### src/design/cobs_crc_frame_receiver_assert.svh
// ---------------------------------------------------------------------------
// COBS CRC frame receiver assertion macros
// Concurrent assertion wrappers that drop out of synthesis builds.
// ---------------------------------------------------------------------------
`ifndef COBS_CRC_FRAME_RECEIVER_ASSERT_SVH
`define COBS_CRC_FRAME_RECEIVER_ASSERT_SVH

`ifndef SYNTHESIS

// Same-cycle implication, disabled during reset.
`define CCFR_ASSERT_IMPL(label, clk, rst, ante, cons, msg) \
   label: assert property (@(posedge clk) disable iff (rst) (ante) |-> (cons)) \
      else $error(msg);

// Next-cycle implication, disabled during reset.
`define CCFR_ASSERT_NEXT(label, clk, rst, ante, cons, msg) \
   label: assert property (@(posedge clk) disable iff (rst) (ante) |=> (cons)) \
      else $error(msg);

`else

`define CCFR_ASSERT_IMPL(label, clk, rst, ante, cons, msg)
`define CCFR_ASSERT_NEXT(label, clk, rst, ante, cons, msg)

`endif

`endif

### src/design/ccfr_pkg.sv
// ---------------------------------------------------------------------------
// COBS CRC frame receiver package
// Status codes, framing constants and the byte-wide CRC-16 update.
// ---------------------------------------------------------------------------
`default_nettype none

package ccfr_pkg;

   typedef enum logic [2:0] {
      STATUS_OK        = 3'd0,
      STATUS_SHORT     = 3'd1,
      STATUS_CRC_ERROR = 3'd2,
      STATUS_MALFORMED = 3'd3,
      STATUS_OVERFLOW  = 3'd4
   } status_type;

   localparam logic KIND_PAYLOAD = 1'b0;
   localparam logic KIND_REPORT  = 1'b1;

   localparam logic [7:0]  BYTE_DELIM     = 8'h00;
   localparam logic [7:0]  CODE_FULL_RUN  = 8'hFF;
   localparam logic [15:0] CRC_INIT       = 16'hFFFF;
   localparam logic [15:0] CRC_POLY       = 16'h1021;
   localparam int          FRAME_OVERHEAD = 6;

   // Decoded-count values at which the byte leaving the delay is a header byte.
   localparam int POS_SEQ  = 3;
   localparam int POS_CMD0 = 4;
   localparam int POS_CMD1 = 5;

   // CRC-16/CCITT-FALSE update over one byte, MSB first.
   function automatic logic [15:0] crc_byte(input logic [15:0] crc, input logic [7:0] data);
      logic [15:0] c;
      c = crc ^ {data, 8'h00};
      for (int i = 0; i < 8; i++) begin
         if (c[15]) begin
            c = {c[14:0], 1'b0} ^ CRC_POLY;
         end else begin
            c = {c[14:0], 1'b0};
         end
      end
      return c;
   endfunction

endpackage

`default_nettype wire

### src/design/ccfr_ifs.sv
// ---------------------------------------------------------------------------
// COBS CRC frame receiver channel interfaces
// Valid/ready channels for received bytes and for decoded results.
// ---------------------------------------------------------------------------
`default_nettype none

interface ccfr_req_if;
   logic       valid;
   logic       ready;
   logic [7:0] rx_byte;

   modport source (output valid, output rx_byte, input ready);
   modport sink   (input valid, input rx_byte, output ready);
endinterface

interface ccfr_rsp_if;
   logic        valid;
   logic        ready;
   logic        item_kind;
   logic [7:0]  payload_byte;
   logic [9:0]  payload_index;
   logic [2:0]  frame_status;
   logic [7:0]  frame_seq;
   logic [15:0] frame_cmd;
   logic [10:0] payload_length;

   modport source (output valid, output item_kind, output payload_byte,
                   output payload_index, output frame_status, output frame_seq,
                   output frame_cmd, output payload_length, input ready);
   modport sink   (input valid, input item_kind, input payload_byte,
                   input payload_index, input frame_status, input frame_seq,
                   input frame_cmd, input payload_length, output ready);
endinterface

`default_nettype wire

### src/design/cobs_crc_frame_receiver.sv
// ---------------------------------------------------------------------------
// COBS CRC frame receiver
// Decodes COBS-framed serial bytes, checks CRC-16 and reports frame status.
// ---------------------------------------------------------------------------
// The block takes one received byte per beat on req_bus and accepts a new
// beat in every cycle as long as results are drained. A beat sits in the input
// register once accepted; its result enters the result register when that
// register is empty or being drained (one pass through the COBS decoder and
// the byte-wide CRC update). Each payload byte of a frame comes out as one
// result beat, and the delimiter that closes a non-empty frame comes out as
// one frame-end report with the status, sequence byte, command word and
// payload length. Beats that produce nothing (code bytes, header bytes, CRC
// bytes, an empty delimiter) simply vanish. The byte order of the command and
// CRC words follows csr_write_data as last written; write it only while no
// frame is in flight.
// ---------------------------------------------------------------------------
`default_nettype none

`include "cobs_crc_frame_receiver_assert.svh"

module cobs_crc_frame_receiver
   import ccfr_pkg::*;
#(
   parameter int MAX_ENCODED = 1024
) (
   input  wire logic      clock,
   input  wire logic      reset,
   input  wire logic      csr_write_enable,
   input  wire logic      csr_write_data,
   ccfr_req_if.sink       req_bus,
   ccfr_rsp_if.source     rsp_bus
);

   // Counter widths follow from the longest frame that is decoded. The
   // decoded count never exceeds the encoded count, so both share a width.
   localparam int CW = $clog2(MAX_ENCODED + 1);
   // Working width for the payload position arithmetic.
   localparam int XW = (CW > 11) ? CW : 11;

   // Configuration register: 1 means high byte first.
   logic big_endian_ff;

   always_ff @(posedge clock) begin
      if (reset) begin
         big_endian_ff <= 1'b1;
      end else if (csr_write_enable) begin
         big_endian_ff <= csr_write_data;
      end
   end

   // -----------------------------------------------------------------------
   // Handshake. The input register holds one beat; it moves into the
   // decoder whenever the result register is empty or being drained. While
   // a result waits, the input register still takes one byte, and only then
   // is the source held off.
   // -----------------------------------------------------------------------
   logic       in_valid_ff;
   logic [7:0] in_byte_ff;
   logic       out_valid_ff;
   logic       advance;

   assign advance       = in_valid_ff && (!out_valid_ff || rsp_bus.ready);
   assign req_bus.ready = !in_valid_ff || advance;

   always_ff @(posedge clock) begin
      if (reset) begin
         in_valid_ff <= 1'b0;
      end else if (req_bus.ready) begin
         in_valid_ff <= req_bus.valid;
      end
   end

   always_ff @(posedge clock) begin
      if (req_bus.valid && req_bus.ready) begin
         in_byte_ff <= req_bus.rx_byte;
      end
   end

   // -----------------------------------------------------------------------
   // Frame state.
   // -----------------------------------------------------------------------
   logic [CW-1:0] enc_count_ff,  enc_count_in;
   logic          overflow_ff,   overflow_in;
   logic [7:0]    run_ff,        run_in;
   logic          zero_pend_ff,  zero_pend_in;
   logic [CW-1:0] dec_count_ff,  dec_count_in;
   logic [15:0]   crc_ff,        crc_in;
   logic [7:0]    delay0_ff,     delay0_in;
   logic [7:0]    delay1_ff,     delay1_in;
   logic [7:0]    seq_ff,        seq_in;
   logic [15:0]   cmd_ff,        cmd_in;

   // Result being formed this cycle.
   logic          res_valid;
   logic          res_kind;
   logic [7:0]    res_byte;
   logic [9:0]    res_index;
   status_type    res_status;
   logic [7:0]    res_seq;
   logic [15:0]   res_cmd;
   logic [10:0]   res_length;

   // Decoder helper signals.
   logic          push_en;
   logic [7:0]    push_data;
   logic [XW-1:0] pos_wide;
   logic [15:0]   rx_crc;

   // Position of the byte leaving the delay relative to the payload start;
   // also the payload length when the frame closes.
   assign pos_wide = XW'(dec_count_ff) - XW'(FRAME_OVERHEAD);

   // The received CRC sits in the two delay slots when the delimiter arrives.
   assign rx_crc = big_endian_ff ? {delay0_ff, delay1_ff} : {delay1_ff, delay0_ff};

   always_comb begin
      enc_count_in = enc_count_ff;
      overflow_in  = overflow_ff;
      run_in       = run_ff;
      zero_pend_in = zero_pend_ff;
      dec_count_in = dec_count_ff;
      crc_in       = crc_ff;
      delay0_in    = delay0_ff;
      delay1_in    = delay1_ff;
      seq_in       = seq_ff;
      cmd_in       = cmd_ff;

      res_valid  = 1'b0;
      res_kind   = KIND_PAYLOAD;
      res_byte   = 8'h00;
      res_index  = 10'd0;
      res_status = STATUS_OK;
      res_seq    = 8'h00;
      res_cmd    = 16'h0000;
      res_length = 11'd0;

      push_en   = 1'b0;
      push_data = 8'h00;

      if (in_byte_ff == BYTE_DELIM) begin
         // Delimiter: report a non-empty frame, then start over.
         if (enc_count_ff != '0) begin
            res_valid = 1'b1;
            res_kind  = KIND_REPORT;
            res_seq   = seq_ff;
            res_cmd   = cmd_ff;
            if (dec_count_ff >= CW'(FRAME_OVERHEAD)) begin
               res_length = pos_wide[10:0];
            end
            if (overflow_ff) begin
               res_status = STATUS_OVERFLOW;
            end else if (run_ff != 8'd0) begin
               res_status = STATUS_MALFORMED;
            end else if (dec_count_ff < CW'(FRAME_OVERHEAD)) begin
               res_status = STATUS_SHORT;
            end else if (rx_crc != crc_ff) begin
               res_status = STATUS_CRC_ERROR;
            end
         end
         enc_count_in = '0;
         overflow_in  = 1'b0;
         run_in       = 8'd0;
         zero_pend_in = 1'b0;
         dec_count_in = '0;
         crc_in       = CRC_INIT;
         delay0_in    = 8'h00;
         delay1_in    = 8'h00;
         seq_in       = 8'h00;
         cmd_in       = 16'h0000;
      end else if (!overflow_ff) begin
         if (enc_count_ff >= CW'(MAX_ENCODED)) begin
            // Too many bytes: drop the rest of the frame undecoded.
            overflow_in = 1'b1;
         end else begin
            enc_count_in = enc_count_ff + CW'(1);
            if (run_ff == 8'd0) begin
               // Code byte: the previous short run implies a zero here.
               push_en      = zero_pend_ff;
               push_data    = 8'h00;
               zero_pend_in = (in_byte_ff != CODE_FULL_RUN);
               run_in       = in_byte_ff - 8'd1;
            end else begin
               push_en   = 1'b1;
               push_data = in_byte_ff;
               run_in    = run_ff - 8'd1;
            end
         end
      end

      // Two-byte delay: the byte leaving it feeds the CRC and is either a
      // header byte or a payload byte. The last two bytes, the CRC itself,
      // never leave before the delimiter.
      if (push_en) begin
         if (dec_count_ff >= CW'(2)) begin
            crc_in = crc_byte(crc_ff, delay0_ff);
            if (dec_count_ff == CW'(POS_SEQ)) begin
               seq_in = delay0_ff;
            end else if (dec_count_ff == CW'(POS_CMD0)) begin
               if (big_endian_ff) begin
                  cmd_in[15:8] = delay0_ff;
               end else begin
                  cmd_in[7:0] = delay0_ff;
               end
            end else if (dec_count_ff == CW'(POS_CMD1)) begin
               if (big_endian_ff) begin
                  cmd_in[7:0] = delay0_ff;
               end else begin
                  cmd_in[15:8] = delay0_ff;
               end
            end else if (dec_count_ff >= CW'(FRAME_OVERHEAD)) begin
               res_valid = 1'b1;
               res_kind  = KIND_PAYLOAD;
               res_byte  = delay0_ff;
               res_index = pos_wide[9:0];
            end
         end
         delay0_in    = delay1_ff;
         delay1_in    = push_data;
         dec_count_in = dec_count_ff + CW'(1);
      end
   end

   always_ff @(posedge clock) begin
      if (reset) begin
         enc_count_ff <= '0;
         overflow_ff  <= 1'b0;
         run_ff       <= 8'd0;
         zero_pend_ff <= 1'b0;
         dec_count_ff <= '0;
         crc_ff       <= CRC_INIT;
         delay0_ff    <= 8'h00;
         delay1_ff    <= 8'h00;
         seq_ff       <= 8'h00;
         cmd_ff       <= 16'h0000;
      end else if (advance) begin
         enc_count_ff <= enc_count_in;
         overflow_ff  <= overflow_in;
         run_ff       <= run_in;
         zero_pend_ff <= zero_pend_in;
         dec_count_ff <= dec_count_in;
         crc_ff       <= crc_in;
         delay0_ff    <= delay0_in;
         delay1_ff    <= delay1_in;
         seq_ff       <= seq_in;
         cmd_ff       <= cmd_in;
      end
   end

   // -----------------------------------------------------------------------
   // Result register.
   // -----------------------------------------------------------------------
   logic        kind_ff;
   logic [7:0]  byte_ff;
   logic [9:0]  index_ff;
   logic [2:0]  status_ff;
   logic [7:0]  seq_out_ff;
   logic [15:0] cmd_out_ff;
   logic [10:0] length_ff;

   always_ff @(posedge clock) begin
      if (reset) begin
         out_valid_ff <= 1'b0;
      end else if (advance) begin
         out_valid_ff <= res_valid;
      end else if (rsp_bus.ready) begin
         out_valid_ff <= 1'b0;
      end
   end

   always_ff @(posedge clock) begin
      if (advance && res_valid) begin
         kind_ff    <= res_kind;
         byte_ff    <= res_byte;
         index_ff   <= res_index;
         status_ff  <= res_status;
         seq_out_ff <= res_seq;
         cmd_out_ff <= res_cmd;
         length_ff  <= res_length;
      end
   end

   assign rsp_bus.valid          = out_valid_ff;
   assign rsp_bus.item_kind      = kind_ff;
   assign rsp_bus.payload_byte   = byte_ff;
   assign rsp_bus.payload_index  = index_ff;
   assign rsp_bus.frame_status   = status_ff;
   assign rsp_bus.frame_seq      = seq_out_ff;
   assign rsp_bus.frame_cmd      = cmd_out_ff;
   assign rsp_bus.payload_length = length_ff;

   // -----------------------------------------------------------------------
   // Assertions.
   // -----------------------------------------------------------------------
   // The encoded count saturates at the frame limit.
   `CCFR_ASSERT_IMPL(a_enc_bound, clock, reset, 1'b1, enc_count_ff <= CW'(MAX_ENCODED), "encoded count beyond limit")
   // Every decoded byte comes from at least one encoded byte.
   `CCFR_ASSERT_IMPL(a_dec_bound, clock, reset, 1'b1, dec_count_ff <= enc_count_ff, "decoded count exceeds encoded count")
   // A full input register behind a stalled result must hold off the source.
   `CCFR_ASSERT_IMPL(a_backpressure, clock, reset, in_valid_ff && out_valid_ff && !rsp_bus.ready, !req_bus.ready, "input taken while pipeline is full")
   // A delimiter always leaves the frame state cleared.
   `CCFR_ASSERT_NEXT(a_delim_clear, clock, reset, advance && (in_byte_ff == BYTE_DELIM), (enc_count_ff == '0) && (crc_ff == CRC_INIT), "frame state not cleared by delimiter")

endmodule

`default_nettype wire
### src/flat_wrapper.sv
// flat-port wrapper written by rule: the top's interface ports become plain ports
module cobs_crc_frame_receiver_flat import ccfr_pkg::*;
#(
   parameter int MAX_ENCODED = 1024
)
  (clock, reset, csr_write_enable, csr_write_data, req_bus_valid, req_bus_rx_byte, req_bus_ready, rsp_bus_valid, rsp_bus_item_kind, rsp_bus_payload_byte, rsp_bus_payload_index, rsp_bus_frame_status, rsp_bus_frame_seq, rsp_bus_frame_cmd, rsp_bus_payload_length, rsp_bus_ready);
  ccfr_req_if req_bus_i ();
  ccfr_rsp_if rsp_bus_i ();
  input  wire logic clock;
  input  wire logic reset;
  input  wire logic csr_write_enable;
  input  wire logic csr_write_data;
  input wire logic [$bits(req_bus_i.valid)-1:0] req_bus_valid;
  input wire logic [$bits(req_bus_i.rx_byte)-1:0] req_bus_rx_byte;
  output wire logic [$bits(req_bus_i.ready)-1:0] req_bus_ready;
  output wire logic [$bits(rsp_bus_i.valid)-1:0] rsp_bus_valid;
  output wire logic [$bits(rsp_bus_i.item_kind)-1:0] rsp_bus_item_kind;
  output wire logic [$bits(rsp_bus_i.payload_byte)-1:0] rsp_bus_payload_byte;
  output wire logic [$bits(rsp_bus_i.payload_index)-1:0] rsp_bus_payload_index;
  output wire logic [$bits(rsp_bus_i.frame_status)-1:0] rsp_bus_frame_status;
  output wire logic [$bits(rsp_bus_i.frame_seq)-1:0] rsp_bus_frame_seq;
  output wire logic [$bits(rsp_bus_i.frame_cmd)-1:0] rsp_bus_frame_cmd;
  output wire logic [$bits(rsp_bus_i.payload_length)-1:0] rsp_bus_payload_length;
  input wire logic [$bits(rsp_bus_i.ready)-1:0] rsp_bus_ready;
  assign req_bus_i.valid = req_bus_valid;
  assign req_bus_i.rx_byte = req_bus_rx_byte;
  assign req_bus_ready = req_bus_i.ready;
  assign rsp_bus_valid = rsp_bus_i.valid;
  assign rsp_bus_item_kind = rsp_bus_i.item_kind;
  assign rsp_bus_payload_byte = rsp_bus_i.payload_byte;
  assign rsp_bus_payload_index = rsp_bus_i.payload_index;
  assign rsp_bus_frame_status = rsp_bus_i.frame_status;
  assign rsp_bus_frame_seq = rsp_bus_i.frame_seq;
  assign rsp_bus_frame_cmd = rsp_bus_i.frame_cmd;
  assign rsp_bus_payload_length = rsp_bus_i.payload_length;
  assign rsp_bus_i.ready = rsp_bus_ready;
  cobs_crc_frame_receiver #(.MAX_ENCODED(MAX_ENCODED)) u_core (.clock(clock), .reset(reset), .csr_write_enable(csr_write_enable), .csr_write_data(csr_write_data), .req_bus(req_bus_i), .rsp_bus(rsp_bus_i));
endmodule
### config.mk
export PLATFORM = sky130hd
export DESIGN_NAME = cobs_crc_frame_receiver_flat
export DESIGN_NICKNAME = d
export VERILOG_FILES = /design/src/design/ccfr_pkg.sv /design/src/design/ccfr_ifs.sv /design/src/design/cobs_crc_frame_receiver.sv /design/src/flat_wrapper.sv
export VERILOG_INCLUDE_DIRS = /design/src /design/src/design
export SDC_FILE = /design/constraint.sdc
export NUM_CORES = 1
export LEC_CHECK = 0
export BUFFER_PORTS_ARGS = -buffer_cell sky130_fd_sc_hd__buf_4
export CORE_UTILIZATION = 55
export DETAILED_ROUTE_END_ITERATION = 10
export PLACE_DENSITY = 0.78
export SLEW_MARGIN = 20
export SYNTH_ARGS = -nofsm -noshare
export SYNTH_HDL_FRONTEND = slang
export SYNTH_SLANG_ARGS = --single-unit
export TNS_END_PERCENT = 20
### constraint.sdc
create_clock -name clock -period 6.2 [get_ports clock]
set_input_delay 0.31 -clock clock [delete_from_list [all_inputs] [get_ports clock]]
set_output_delay 0.31 -clock clock [all_outputs]
set_load 0.02 [all_outputs]
==> flow_metrics.py <==
metrics = {
    "global_route": {
        "grt_util_all_layers_pct": 23.8,
        "antenna_found_initial": 0,
        "grt_max_degree": 69,
        "overflow": 0,
        "grt_pass1_wl_um": 26400,
        "grt_pass1_vias": 5459,
    },
    "critical_path": {
        "ff2ff_path_depth": 9,
        "worst_r2r_startpoint": "u_core.dec_count_ff[2]",
        "worst_ep_required_time_ns": 6.30,
        "r2r_slack_ns": 2.25,
        "arrival_ns": 4.05,
        "start_kind": "flip-flop",
        "end_kind": "flip-flop",
        "worstPathMaxFanout": 33,
        "rr_endpoint": "u_core.rsp_bus.payload_length[9]",
        "path_class": "flip-flop to flip-flop",
    },
    "final_layout": {
        "layout.nets": 849,
        "area_growth_pct": 15.1,
        "final_cell_area_um2": 8500,
        "drive_gt1_share_pct": 15.3,
        "n_antenna_cell": 0,
        "finalNonFillerCells": 1011,
    },
    "placed_design": {
        "placed_area_um2": 7940,
        "portBuffers": 72,
        "place_inst": 979,
        "gp_congestion": 0.910,
        "place_ws_ns": 1.94,
        "dp_hpwl_um": 11000,
    },
    "hold_path": {
        "holdPathStages": 1,
        "hold_end": "u_core.in_byte_ff[0]",
        "hp-start": "req_bus_rx_byte[0]",
        "hp-class": "input port to flip-flop",
    },
    "timing": {
        "fin_crit_ns": 3.95,
        "fin_ws_ns": 2.25,
        "hold_violations": 0,
        "worstMarginPinSlew_ns": 0.990,
        "tns_ns": 0,
        "fin_crit_sh_pct": 63.7,
        "drv_slew": 0,
        "slew_headroom_pct": 33.5,
        "fmax_mhz": 253,
        "fin_skew_ns": 0.0107,
        "rsz0062_at_grt": "no",
        "hold_slack_ns": 0.0607,
        "finalSetupViolations": 0,
    },
    "logic_synthesis": {
        "ys_types": 58,
        "async_flop_share_pct": 0,
        "avgSynthCellArea_um2": 9.45,
        "yosys.area.top_type": "edfxtp_1",
        "syn_nets": 804,
        "yosys_most_used_dff": "dfxtp_1",
        "yosys-top-cells-count": "nor2_1, dfxtp_1, edfxtp_1, nand2_1, nor3_1",
        "yosysMostFrequentCell": "nor2_1",
        "yosysTopAreaCellShare_pct": 26.4,
        "syn_inst": 781,
        "synth_edf_count": 65,
        "ys_seq_elements": 156,
        "synthTopCellsByArea": "edfxtp_1, dfxtp_1, nor2_1",
        "yosys_warnings": 0,
        "synth_area_um2": 7380,
        "ys_seq_area_share_pct": 51.1,
    },
    "route": {
        "firstDrtPassIters": 7,
        "final_antenna_net_count": 0,
        "wl_um": 16000,
        "avgViaCountPerCell": 5.83,
        "num_vias": 5891,
        "drc": 0,
        "drt-initial-drc-count": 513,
        "routedWlPerCell_um": 15.9,
    },
    "cts": {
        "htreeDepth": 4,
        "cts_setup_buffers": 0,
        "holdBufCountCts": 0,
        "cts-root-buf": "clkbuf_16",
        "clock_sinks": 156,
        "cts_buffer_depth": 2,
        "cts_buffers": 17,
        "clock_latency_ns": 0.43,
        "clk_pin_slew_worst_paths_ns": 0.06,
        "post_cts_resized": 0,
        "cts_tree": "built",
    },
    "die": {
        "ios": 73,
        "start_util_pct": 57.3,
        "die_w_um": 118,
        "die_area_um2": 13900,
        "num_rows": 41,
        "die_h_um": 118,
        "coreArea_um2": 12900,
    },
    "power": {
        "p_int_mw": 1.73,
        "p_sw_share_pct": 27.8,
        "p_comb_share_pct": 12.8,
        "clkPwrFrac_pct": 39.8,
        "irDropWorstVdd_mv": 0.153,
        "powerDensity_nw_per_um2": 281,
        "power.leakage_nw": 2.99,
        "seq_power_share_pct": 47.3,
        "power_switching_mw": 0.664,
    },
    "job": {
        "cap_violations": 0,
    },
    "status": {
        "outcome": "finished clean",
    },
}
worst max-delay path, stage by stage, from the launching register on:
cell	delay, ns
dfxtp_1	0.44
inv_1	0.16
ha_1	0.29
or4b_2	0.66
o31ai_1	0.10
a21oi_1	0.14
nor4_2	0.55
nor2_1	0.15
nor2_4	0.70
buf_4	0.43
logic make-up after synthesis:
logic type / share of synthesized area [%]
simple gates: 24.6
flops: 51.1
compound gates: 12.2
buf+inv: 4.03
xor+xnor: 5.81
fa+ha+maj: 1.53
mux: 0.678
layout make-up:
cell class / instances / area, um^2
fillers: 1024 / 4380
flip-flops and latches: 156 / 3770
multi-input cells: 563 / 3350
repair buffers: 77 / 578
clock buffers: 18 / 429
well taps: 172 / 215
clock inverters: 14 / 110
inverters: 11 / 41.3
through the flow:
stage	util, %	total power [mW]
4_1_cts	65.8	2.39
3_5_place_dp	61.6	1.45
5_1_grt	66.0	2.48
3_3_place_gp	61.6	1.44
2_1_floorplan	-	1.37
6_report	66.0	2.39
per-layer routing:
metal,up-vias,routed length (um),global-route usage [%]
met1,2782,6870,30.9
met2,235,7770,38.1
met3,31,1020,4.65
met5,-,0,0
met4,0,378,11.2
li1,2843,-,-
worst max path at each step:
stage,start,depth (start not counted),end,slack (ns)
2_1_floorplan,u_core.dec_count_ff[1],8,u_core.rsp_bus.frame_cmd[0],1.15
3_3_place_gp,u_core.dec_count_ff[2],9,u_core.rsp_bus.payload_index[9],2.09
3_5_place_dp,u_core.dec_count_ff[1],9,u_core.rsp_bus.payload_index[9],1.94
4_1_cts,u_core.dec_count_ff[1],9,u_core.rsp_bus.payload_index[9],1.93
5_1_grt,u_core.dec_count_ff[1],9,u_core.rsp_bus.payload_index[9],1.97
6_report,u_core.dec_count_ff[2],9,u_core.rsp_bus.payload_length[9],2.25
power by group through the flow:
stage,clock [mW],sequential [mW],combinational [mW]
after floorplan,0,1.13,0.240
after global placement,0,1.15,0.291
after detailed placement,0,1.15,0.300
after CTS,0.961,1.13,0.302
after global routing,1.01,1.13,0.340
final,0.952,1.13,0.307
flip-flops by register name, summed over array words and instances, names as in the netlist, 10 cells and up:
signal and flops:
u_core.rsp_bus.payload_length 11, u_core.enc_count_ff 11, u_core.rsp_bus.frame_cmd 16, u_core.dec_count_ff 11, u_core.crc_ff 16, u_core.cmd_ff 16, u_core.rsp_bus.payload_index 10
layout by cell type (no fill, tap or decap), types with 4 or more instances in the layout:
cell and instances:
xnor2_1 32, o311ai_0 6, mux2i_1 5, or2_2 6, a22o_1 7, nand2b_1 6, buf_4 77, and3_1 9
or3_1 10, xor2_1 17, clkbuf_16 17, edfxtp_1 65, inv_6 6, a21oi_1 43, nand3b_1 11, o22ai_1 4
nand4_1 7, dfxtp_1 91, o21ai_0 27, nor3_1 46, nor2_1 109, a22oi_1 21, or2_1 4, ha_1 9
inv_1 11, o21bai_1 6, nand2_1 65, a211oi_1 4, nor4_1 4, nor2b_1 4, and2_1 38, nand3_1 24
Power figures use the tool's default switching activity.
